===== src/rtl/esp_pkg.sv =====
`default_nettype none
package esp_pkg;

   localparam int MAX_POINTS  = 20;
   localparam int INDEX_W     = 6;
   localparam int COUNT_W     = 20;
   localparam int COORD_W     = 32;
   localparam int DIV_STEPS   = 16;
   localparam int DIV_CNT_W   = $clog2(DIV_STEPS);
   localparam int REQ_DATA_W  = 296;
   localparam int RSP_DATA_W  = 176;

   localparam logic [16:0] RATIO_LIMIT = 17'd65601;
   localparam logic [32:0] ONE_Q16     = 33'd65536;
   localparam logic [32:0] POWER_MAX   = 33'h1_0000_0000;

   typedef enum logic [2:0] {
      ST_IDLE,
      ST_CHECK,
      ST_DIV,
      ST_MUL,
      ST_DIST,
      ST_POS,
      ST_LOAD
   } esp_state_type;

   typedef struct packed {
      logic load_item;
      logic start_point;
      logic div_step;
      logic mul_step;
      logic dist_step;
      logic pos_step;
      logic load_out;
   } esp_cmd_type;

   typedef struct packed {
      logic skip;
      logic div_done;
      logic last;
      logic out_free;
   } esp_status_type;

endpackage
`default_nettype wire


===== src/rtl/esp_ctrl.sv =====
`default_nettype none
module esp_ctrl (
   input  wire                   clock,
   input  wire                   reset,
   input  wire                   req_tvalid,
   output logic                  req_tready,
   input  esp_pkg::esp_status_type status,
   output esp_pkg::esp_cmd_type  cmd
);
   import esp_pkg::*;

   esp_state_type state_ff, state_in;

   always_ff @(posedge clock) begin
      if (reset) begin
         state_ff <= ST_IDLE;
      end else begin
         state_ff <= state_in;
      end
   end

   always_comb begin
      state_in = state_ff;
      case (state_ff)
         ST_IDLE: begin
            if (req_tvalid) state_in = ST_CHECK;
         end
         ST_CHECK: begin
            state_in = status.skip ? ST_IDLE : ST_DIV;
         end
         ST_DIV: begin
            if (status.div_done) state_in = ST_MUL;
         end
         ST_MUL:  state_in = ST_DIST;
         ST_DIST: state_in = ST_POS;
         ST_POS:  state_in = ST_LOAD;
         ST_LOAD: begin
            if (status.out_free) state_in = status.last ? ST_IDLE : ST_DIV;
         end
         default: state_in = ST_IDLE;
      endcase
   end

   always_comb begin
      cmd        = '0;
      req_tready = 1'b0;
      case (state_ff)
         ST_IDLE: begin
            req_tready    = 1'b1;
            cmd.load_item = req_tvalid;
         end
         ST_CHECK: cmd.start_point = !status.skip;
         ST_DIV:   cmd.div_step    = 1'b1;
         ST_MUL:   cmd.mul_step    = 1'b1;
         ST_DIST:  cmd.dist_step   = 1'b1;
         ST_POS:   cmd.pos_step    = 1'b1;
         ST_LOAD: begin
            cmd.load_out    = status.out_free;
            cmd.start_point = status.out_free && !status.last;
         end
         default: cmd = '0;
      endcase
   end

endmodule
`default_nettype wire


===== config.mk =====
export PLATFORM = sky130hd
export DESIGN_NAME = esp_ctrl
export DESIGN_NICKNAME = d
export VERILOG_FILES = /design/src/rtl/esp_pkg.sv /design/src/rtl/esp_ctrl.sv
export SDC_FILE = /design/constraint.sdc
export NUM_CORES = 1
export LEC_CHECK = 0
export BUFFER_PORTS_ARGS = -buffer_cell sky130_fd_sc_hd__buf_2
export CAP_MARGIN = 20
export CORE_AREA = 2 2 39 41
export DETAILED_ROUTE_END_ITERATION = 7
export DIE_AREA = 0 0 41 43
export PLACE_DENSITY = 0.48
export SLEW_MARGIN = 20
export SYNTH_ARGS = -nofsm -noshare
export SYNTH_HDL_FRONTEND = slang
export SYNTH_SLANG_ARGS = --single-unit

===== constraint.sdc =====
create_clock -name clock -period 0.9 [get_ports clock]
set_input_delay 0.045 -clock clock [delete_from_list [all_inputs] [get_ports clock]]
set_output_delay 0.045 -clock clock [all_outputs]
set_load 0.02 [all_outputs]

Word-level counts from Yosys, hierarchy flattened
Cells that the tools add are included.
Operators by class
  eq/ne operators: 9
  multiplexer cells: 14
  reductions and logical operators: 5
Operator list (count)
  $pmux 3 s7: 1
  $eq 3x3->1 const B: 3
  $mux 3: 3
  $mux 1: 7
  $eq 3x2->1 const B: 2
  $ne 2x2->1 const B: 3
  $mux 2: 2
  $eq 3x1->1 const B: 1
  $logic_not 3->1: 1
  $reduce_and 3->1: 1
  $logic_not 1->1: 2
  $pmux 1 s2: 1
  $logic_and 1x1->1: 1
Word-level totals
  flip-flop bits (word level): 3
  output and inout port bits: 8

Longest topological paths before layout
Gate-level depths: netlist of run 1.
  depth after elaboration: 3
  mapped depth: 3

Worst setup path before layout of run 1
Ideal clock, no wire load.
  path type: register -> output
  start point: register state_ff[0]
  end point: output port cmd[6] (netlist name)
  data arrival time: 1083 ps
  path slack: -228 ps
  stages on the path, launching flop included: 4
  buffers on the path: 1
  cell sequence: dfxtp_1 -> buf_6 -> nor3_2 -> and2_1
RTL lines
  start: declaration: RTL line esp_ctrl.sv:12  | esp_state_type state_ff, state_in;
  start signal: assignment: RTL line esp_ctrl.sv:18  | state_ff <= state_in;
  end: declaration: RTL line esp_ctrl.sv:8  | output esp_pkg::esp_cmd_type cmd

==> results of run 1 <==
## worst paths after layout
kind,start,end,slack [ns]
worst min-delay path,reset,state_ff[0],0.02
worst max register to register,state_ff[0],state_ff[2],-0.22
worst min register to register,state_ff[1],state_ff[2],0.60
worst max-delay path,state_ff[0],cmd[6],-0.31
## power groups by stage
| stage | clock, mW | combinational [mW] | sequential (mW) |
|---|---|---|---|
| after floorplan | 0 | 0.0972 | 0.147 |
| after global placement | 0 | 0.130 | 0.153 |
| after detailed placement | 0 | 0.130 | 0.154 |
| after CTS | 0.246 | 0.165 | 0.148 |
| after global routing | 0.261 | 0.189 | 0.149 |
| final | 0.232 | 0.176 | 0.148 |
## synthesized netlist by cell type, types with 2 or more instances
cell	count	share of area (%)
inv_1	2	2.8
buf_6	3	13
nor3b_1	3	8.4
dfxtp_1	3	22
## cells by family after synthesis
family,share of synthesized area [%]
simple gates,43.3
flops,22.3
compound gates,19.1
buf+inv,15.3
## final cells by class
type	instances	area (sq um)	share of cell area [%]
multi-input combinational	21	183	36.3
clock buffer	4	26.3	5.22
inverter	2	7.51	1.49
timing repair buffer	23	195	38.8
sequential	3	71.3	14.2
tap	16	20.0	3.98
## cell usage in the layout (no fill, tap or decap), drive strengths merged
master  instances
nor3            1
o21ai           1
and2b           1
a211oi          1
o21bai          1
a32o            1
nor3b           3
a21o            1
and4b           1
inv             2
a22o            1
nand3b          1
nor2b           1
and2            1
nor4b           1
dfxtp           3
nand2           1
nor2            1
buf            23
nand3           1
nand2b          1
clkbuf          4
and3b           1
## what timing repair did
item,in CTS,in global routing
buffers inserted,4,1
gates resized for setup,16,4
setup endpoints to repair,11,11
pin swaps,4,2
cloned,0,0
## metal layers
metal | global-route usage, % | vias up | wire length (microns)
met5 | 0 | - | 0
met4 | 6.00 | 0 | 0
met3 | 3.14 | 0 | 39
met2 | 14.7 | 13 | 376
met1 | 9.00 | 134 | 258
li1 | - | 154 | -
==> results.tsv, run 1 <==
metric	value	unit
cts_buffers	3	
p_switching	0.152	mW
end_kind	output pin	
cp_num_buf_inv	2	
post-route-util	36.3	%
pwr-share-seq	26.6	%
nets	61	
leakage	0.241	nW
top_regs	state_ff x3	
cts_tree	built	
clkTransAtPathRegs	0.04	ns
final_cell_area	503	sq um
start_kind	flip-flop	
violations	setup timing	
cpMostUsedCell	buf_6	
cts-root-buf	clkbuf_4	
dieArea	0.00176	sq mm
combPwrFrac	31.7	%
max_cap_viol_count	0	
slowest_delay	0.34	ns
fmax	0.828	GHz
grt_pass1_vias	270	
gr-total-overflow	0	
worst_pin_slew	0.203	ns
vdd_ir_drop_max	0.000474	V
switching_share	27.3	%
die_h	43	microns
whs_path_depth	2	
ff2ff_path_depth	4	
worst-path-stages	4	
hpwlAfterDp	476	microns
largest_reg_flops	3	
gp_congestion	0.632	
hold_ws	0.0161	ns
pin_count	15	
cp_data_arrival_time	1.16	ns
place_area	382	sq um
clock_power_share	41.7	%
fin_ws	-0.308	ns
grt_max_degree	7	
fin_cells	69	
post-place-cells	60	
ctsHoldBuffers	0	
cts_max_level	1	
syn_area	269	sq um
vias_per_cell	4.36	
drtPass1Iterations	4	
finalSetupViolations	11	
syn_to_final_growth	87.0	%
cp_slowest_cell	dfxtp_4	
antenna_cells	0	
skew	0.00471	ns
relSlewSlack	86.4	%
antenna_found_initial	0	
worstSkewPairLatency	0.23	ns
cp_data_required_time	0.85	ns
crit_chain	buf_6 -> nor3_4 -> and2_4 -> buf_6	
ys_seq_area_share	22.3	%
ys.flop_type	dfxtp_1	
grt_pass1_wl	1040	microns
core-area	0.00138	sq mm
synth_cell_type_count	22	
p_int	0.404	mW
synth_nets	36	
ys_warn_count	0	
io_buffers	14	
post-route-period-util	134	%
drc	0	
ant_nets	0	
cp_top_family	simple AND/OR/NAND/NOR gates	
setup_tns	-2.30	ns
clock_path_buffers	2	
initial_utilization	19.4	%
pre_cts_slack	-0.116	ns
fp.dieW	41	microns
synth-seq-cells	3	
period_minus_slack	1.21	ns
std_cell_rows	14	
netlist_instances	29	
drv_slew	0	
path_class	reg2out	
drt_iter0_markers	4	
rsz0062_at_grt	yes	
wl	674	microns
n_fill_cell	146	
avgSynthCellArea	9.28	sq um
hold_violations	0	
crit_path_max_fanout	5	
top_register	state_ff	
synth_edf_count	0	
wl_per_cell	9.77	microns
drive_gt1_share	67.9	%
powerDensity	1110	mW/mm^2
ys_async_sr_fraction	0	%
outcome	complete, but fails checks	
num_vias	301	
total_power	0.556	mW
numClockSinks	3	
track_usage	9.04	%
hold_class	in2reg	
Note: power is estimated with default switching activity, not from simulation.
==> inputs of run 2 (changes only) <==
--- a/config.mk
+++ b/config.mk
@@ -10,7 +10,7 @@
 export CORE_AREA = 2 2 39 41
 export DETAILED_ROUTE_END_ITERATION = 7
 export DIE_AREA = 0 0 41 43
-export PLACE_DENSITY = 0.48
+export PLACE_DENSITY = 0.47
 export SLEW_MARGIN = 20
 export SYNTH_ARGS = -nofsm -noshare
 export SYNTH_HDL_FRONTEND = slang
==> constraint.sdc (replaced) <==
create_clock -name clock -period 1.3 [get_ports clock]
set_input_delay 0.065 -clock clock [delete_from_list [all_inputs] [get_ports clock]]
set_output_delay 0.065 -clock clock [all_outputs]
set_load 0.02 [all_outputs]
==> results.tsv, run 2 (synthesis gave the netlist of run 1 again) <==
metric	value	unit
fin_ws	0.0799	ns
crit_path_max_fanout	11	
nets	52	
start_kind	flip-flop	
num_vias	252	
grt_pass1_vias	225	
grt_pass1_wl	869	microns
clock_path_buffers	2	
slowest_delay	0.40	ns
final_common_cell	buf_2	
crit_path_start	state_ff[0]	
ant_nets	0	
core-area	0.00138	sq mm
outcome	finished, final reports clean	
leakage	0.176	nW
largest_reg_flops	3	
gp_congestion	0.582	
ctsHoldBuffers	0	
hold_ws	0.0426	ns
syn_to_final_growth	34.9	%
std_cell_rows	14	
cp_slowest_cell	dfxtp_4	
io_buffers	14	
path_class	reg2out	
top_regs	state_ff x3	
antenna_found_initial	0	
pin_count	15	
worst_pin_slew	0.190	ns
n_fill_cell	164	
post-route-util	26.2	%
wl_per_cell	9.50	microns
drt_iter0_markers	2	
wl	570	microns
antenna_cells	0	
drv_slew	0	
worst-path-stages	3	
end_kind	output pin	
post_cts_buffers	0	
cts_tree	built	
cts-root-buf	clkbuf_4	
crit_path_end	cmd[5]	
r2r-end	state_ff[2]	
pre_cts_slack	0.159	ns
max_cap_viol_count	0	
cts_max_level	1	
fp.dieW	41	microns
clkTransAtPathRegs	0.04	ns
crit_chain	and4b_1 -> a21o_1 -> buf_2	
powerDensity	926	mW/mm^2
rsz0062_at_grt	no	
cp_num_buf_inv	1	
initial_utilization	19.4	%
dieArea	0.00176	sq mm
finalSetupViolations	0	
cp_top_family	flip-flops	
setup_tns	0	ns
relSlewSlack	87.3	%
worstSkewPairLatency	0.23	ns
post-route-period-util	93.9	%
rrSetupSlack	0.35	ns
final_cell_mix	14 x buf_2, 3 x nor3b_1, 3 x clkbuf_4, 3 x dfxtp_4, 2 x inv_1	
ff2ff_path_depth	2	
drtPass1Iterations	2	
vias_per_cell	4.20	
gr-total-overflow	0	
vdd_ir_drop_max	0.000314	V
hold_violations	0	
cp_data_arrival_time	1.16	ns
drive_gt1_share	54.5	%
grt_max_degree	13	
cts_buffers	3	
track_usage	7.63	%
final_cell_area	363	sq um
fmax	0.820	GHz
hold_class	in2reg	
hpwlAfterDp	412	microns
period_minus_slack	1.22	ns
numClockSinks	3	
top_register	state_ff	
timing.rr.start	state_ff[2]	
skew	0.00284	ns
post_cts_resized	3	
drc	0	
place_area	325	sq um
cp_data_required_time	1.24	ns
die_h	43	microns
## run 2: worst min-delay path by stage
| stage | start | endpoint | slack [ns] | depth (start not counted) |
|---|---|---|---|---|
| 2_1_floorplan | reset | state_ff[0] | 0.13 | 1 |
| 3_3_place_gp | reset | state_ff[0] | 0.29 | 2 |
| 3_5_place_dp | reset | state_ff[0] | 0.29 | 2 |
| 4_1_cts | reset | state_ff[0] | 0.04 | 2 |
| 5_1_grt | reset | state_ff[0] | 0.04 | 2 |
| 6_report | reset | state_ff[0] | 0.04 | 2 |
## run 2: cell type report
class | instances | area, sq um | area share (%)
multi-input cells | 21 | 168 | 46.2
flip-flops and latches | 3 | 71.3 | 19.7
repair buffers | 14 | 70.1 | 19.3
clock buffers | 4 | 26.3 | 7.24
well taps | 16 | 20.0 | 5.52
inverters | 2 | 7.51 | 2.07
## run 2: per-stage QoR
stage / cells / total power, mW
final: 60 / 0.336
after floorplan: 29 / 0.164
after detailed placement: 56 / 0.182
after CTS: 60 / 0.352
after global placement: 56 / 0.182
after global routing: 60 / 0.361
## run 2: layer usage
metal	share of wire, %	GRT usage, %
met1	42	8.36
met2	52	10.9
met3	5.8	1.57
met4	0	8.00
met5	0	0
## run 2: report_power, final
part           internal [mW]  total [mW]  switching (mW)
sequential            0.0956       0.110          0.0143
combinational         0.0334      0.0680          0.0345
clock                  0.115       0.158          0.0436
total                  0.244       0.336          0.0924
==> inputs of run 3 (changes only) <==
--- a/config.mk
+++ b/config.mk
@@ -8,6 +8,7 @@
 export BUFFER_PORTS_ARGS = -buffer_cell sky130_fd_sc_hd__buf_2
 export CAP_MARGIN = 20
 export CORE_AREA = 2 2 39 41
+export CTS_BUF_LIST = sky130_fd_sc_hd__clkbuf_16
 export DETAILED_ROUTE_END_ITERATION = 7
 export DIE_AREA = 0 0 41 43
 export PLACE_DENSITY = 0.47
==> results.tsv, run 3 (synthesis gave the netlist of run 1 again) <==
metric	value	unit
outcome	finished, final reports clean	
gp_congestion	0.582	
antenna_cells	0	
largest_reg_flops	3	
timing.rr.start	state_ff[2]	
end_kind	output pin	
track_usage	7.63	%
clock_path_buffers	2	
final_cell_mix	14 x buf_2, 3 x nor3b_1, 3 x inv_1, 3 x clkbuf_16, 2 x dfxtp_2	
vdd_ir_drop_max	0.000748	V
numClockSinks	3	
drv_slew	0	
ctsHoldBuffers	0	
grt_max_degree	13	
cts-root-buf	clkbuf_16	
post-place-cells	56	
std_cell_rows	14	
hold_class	in2reg	
fp.dieW	41	microns
fmax	0.825	GHz
drtPass1Iterations	2	
drt_iter0_markers	2	
skew	0.00395	ns
crit_path_max_fanout	11	
final_common_cell	buf_2	
gr-total-overflow	0	
path_class	reg2out	
syn_to_final_growth	52.6	%
top_regs	state_ff x3	
antenna_found_initial	0	
max_cap_viol_count	0	
worstHoldStart	reset	
cts_max_level	1	
vias_per_cell	4.13	
fin_cells	60	
worst_pin_slew	0.189	ns
worstSkewPairLatency	0.22	ns
setup_tns	0	ns
period_minus_slack	1.21	ns
nets	52	
drc	0	
top_register	state_ff	
powerDensity	1600	mW/mm^2
dieArea	0.00176	sq mm
rsz0062_at_grt	no	
core-area	0.00138	sq mm
io_buffers	14	
hold_violations	0	
finalSetupViolations	0	
pin_count	15	
cp_data_required_time	1.24	ns
crit_path_start	state_ff[0]	
drive_gt1_share	54.5	%
ant_nets	0	
relSlewSlack	87.3	%
leakage	0.202	nW
post-route-period-util	93.2	%
grt_pass1_vias	226	
post_cts_buffers	0	
grt_pass1_wl	890	microns
wl_per_cell	9.88	microns
wl	593	microns
cts_tree	built	
total_power	0.656	mW
initial_utilization	19.4	%
cp_data_arrival_time	1.15	ns
die_h	43	microns
num_vias	248	
start_kind	flip-flop	
clkTransAtPathRegs	0.03	ns
cts_buffers	3	
hpwlAfterDp	412	microns
-- run 3: metrics by stage --
stage	setup WS [ns]	area [sq um]	hold slack, ns	utilization (%)
2_1_floorplan	0.152	269	0.130	-
3_3_place_gp	0.170	325	0.291	23.5
3_5_place_dp	0.159	325	0.292	23.5
4_1_cts	0.0382	408	0.0520	29.5
5_1_grt	0.00664	410	0.0559	29.7
6_report	0.0881	410	0.0510	29.7
-- run 3: final timing paths --
kind / endpoint / slack (ns) / depth (start not counted)
hold reg to reg: state_ff[0] / 0.49 / 1
hold / removal: state_ff[0] / 0.05 / 2
setup / recovery: cmd[5] / 0.09 / 3
setup reg to reg: state_ff[2] / 0.29 / 2
-- run 3: area by class of cell --
cell class                 count  area, sq um
tap                           16         20.0
clock buffer                   3         75.1
sequential                     3         66.3
clock inverter                 1         3.75
multi-input combinational     21          168
timing repair buffer          14         70.1
fill                         159          973
inverter                       2         7.51
-- run 3: critical path: stages (launching register included) --
cell and delay, ns:
dfxtp_4 0.39, and4b_1 0.21, a21o_1 0.17, buf_2 0.15
-- run 3: report_power, final --
| group | internal (mW) | total [mW] | switching, mW | leakage [nW] |
|---|---|---|---|---|
| clock network | 0.396 | 0.475 | 0.0788 | 0.0423 |
| logic | 0.0334 | 0.0681 | 0.0347 | 0.134 |
| registers | 0.0984 | 0.113 | 0.0145 | 0.0261 |
-- run 3: timing repair --
item	CTS	global route
gates resized for setup	3	1
endpoints found under the setup margin	1	1
endpoints found under the hold margin	0	0
-- run 3: routing by layer --
metal,track usage (%),routed length [microns],up-vias
li1,-,-,132
met1,8.36,253,111
met2,11.9,310,5
met3,1.57,28,0
met4,6.00,0,0
met5,0,0,-
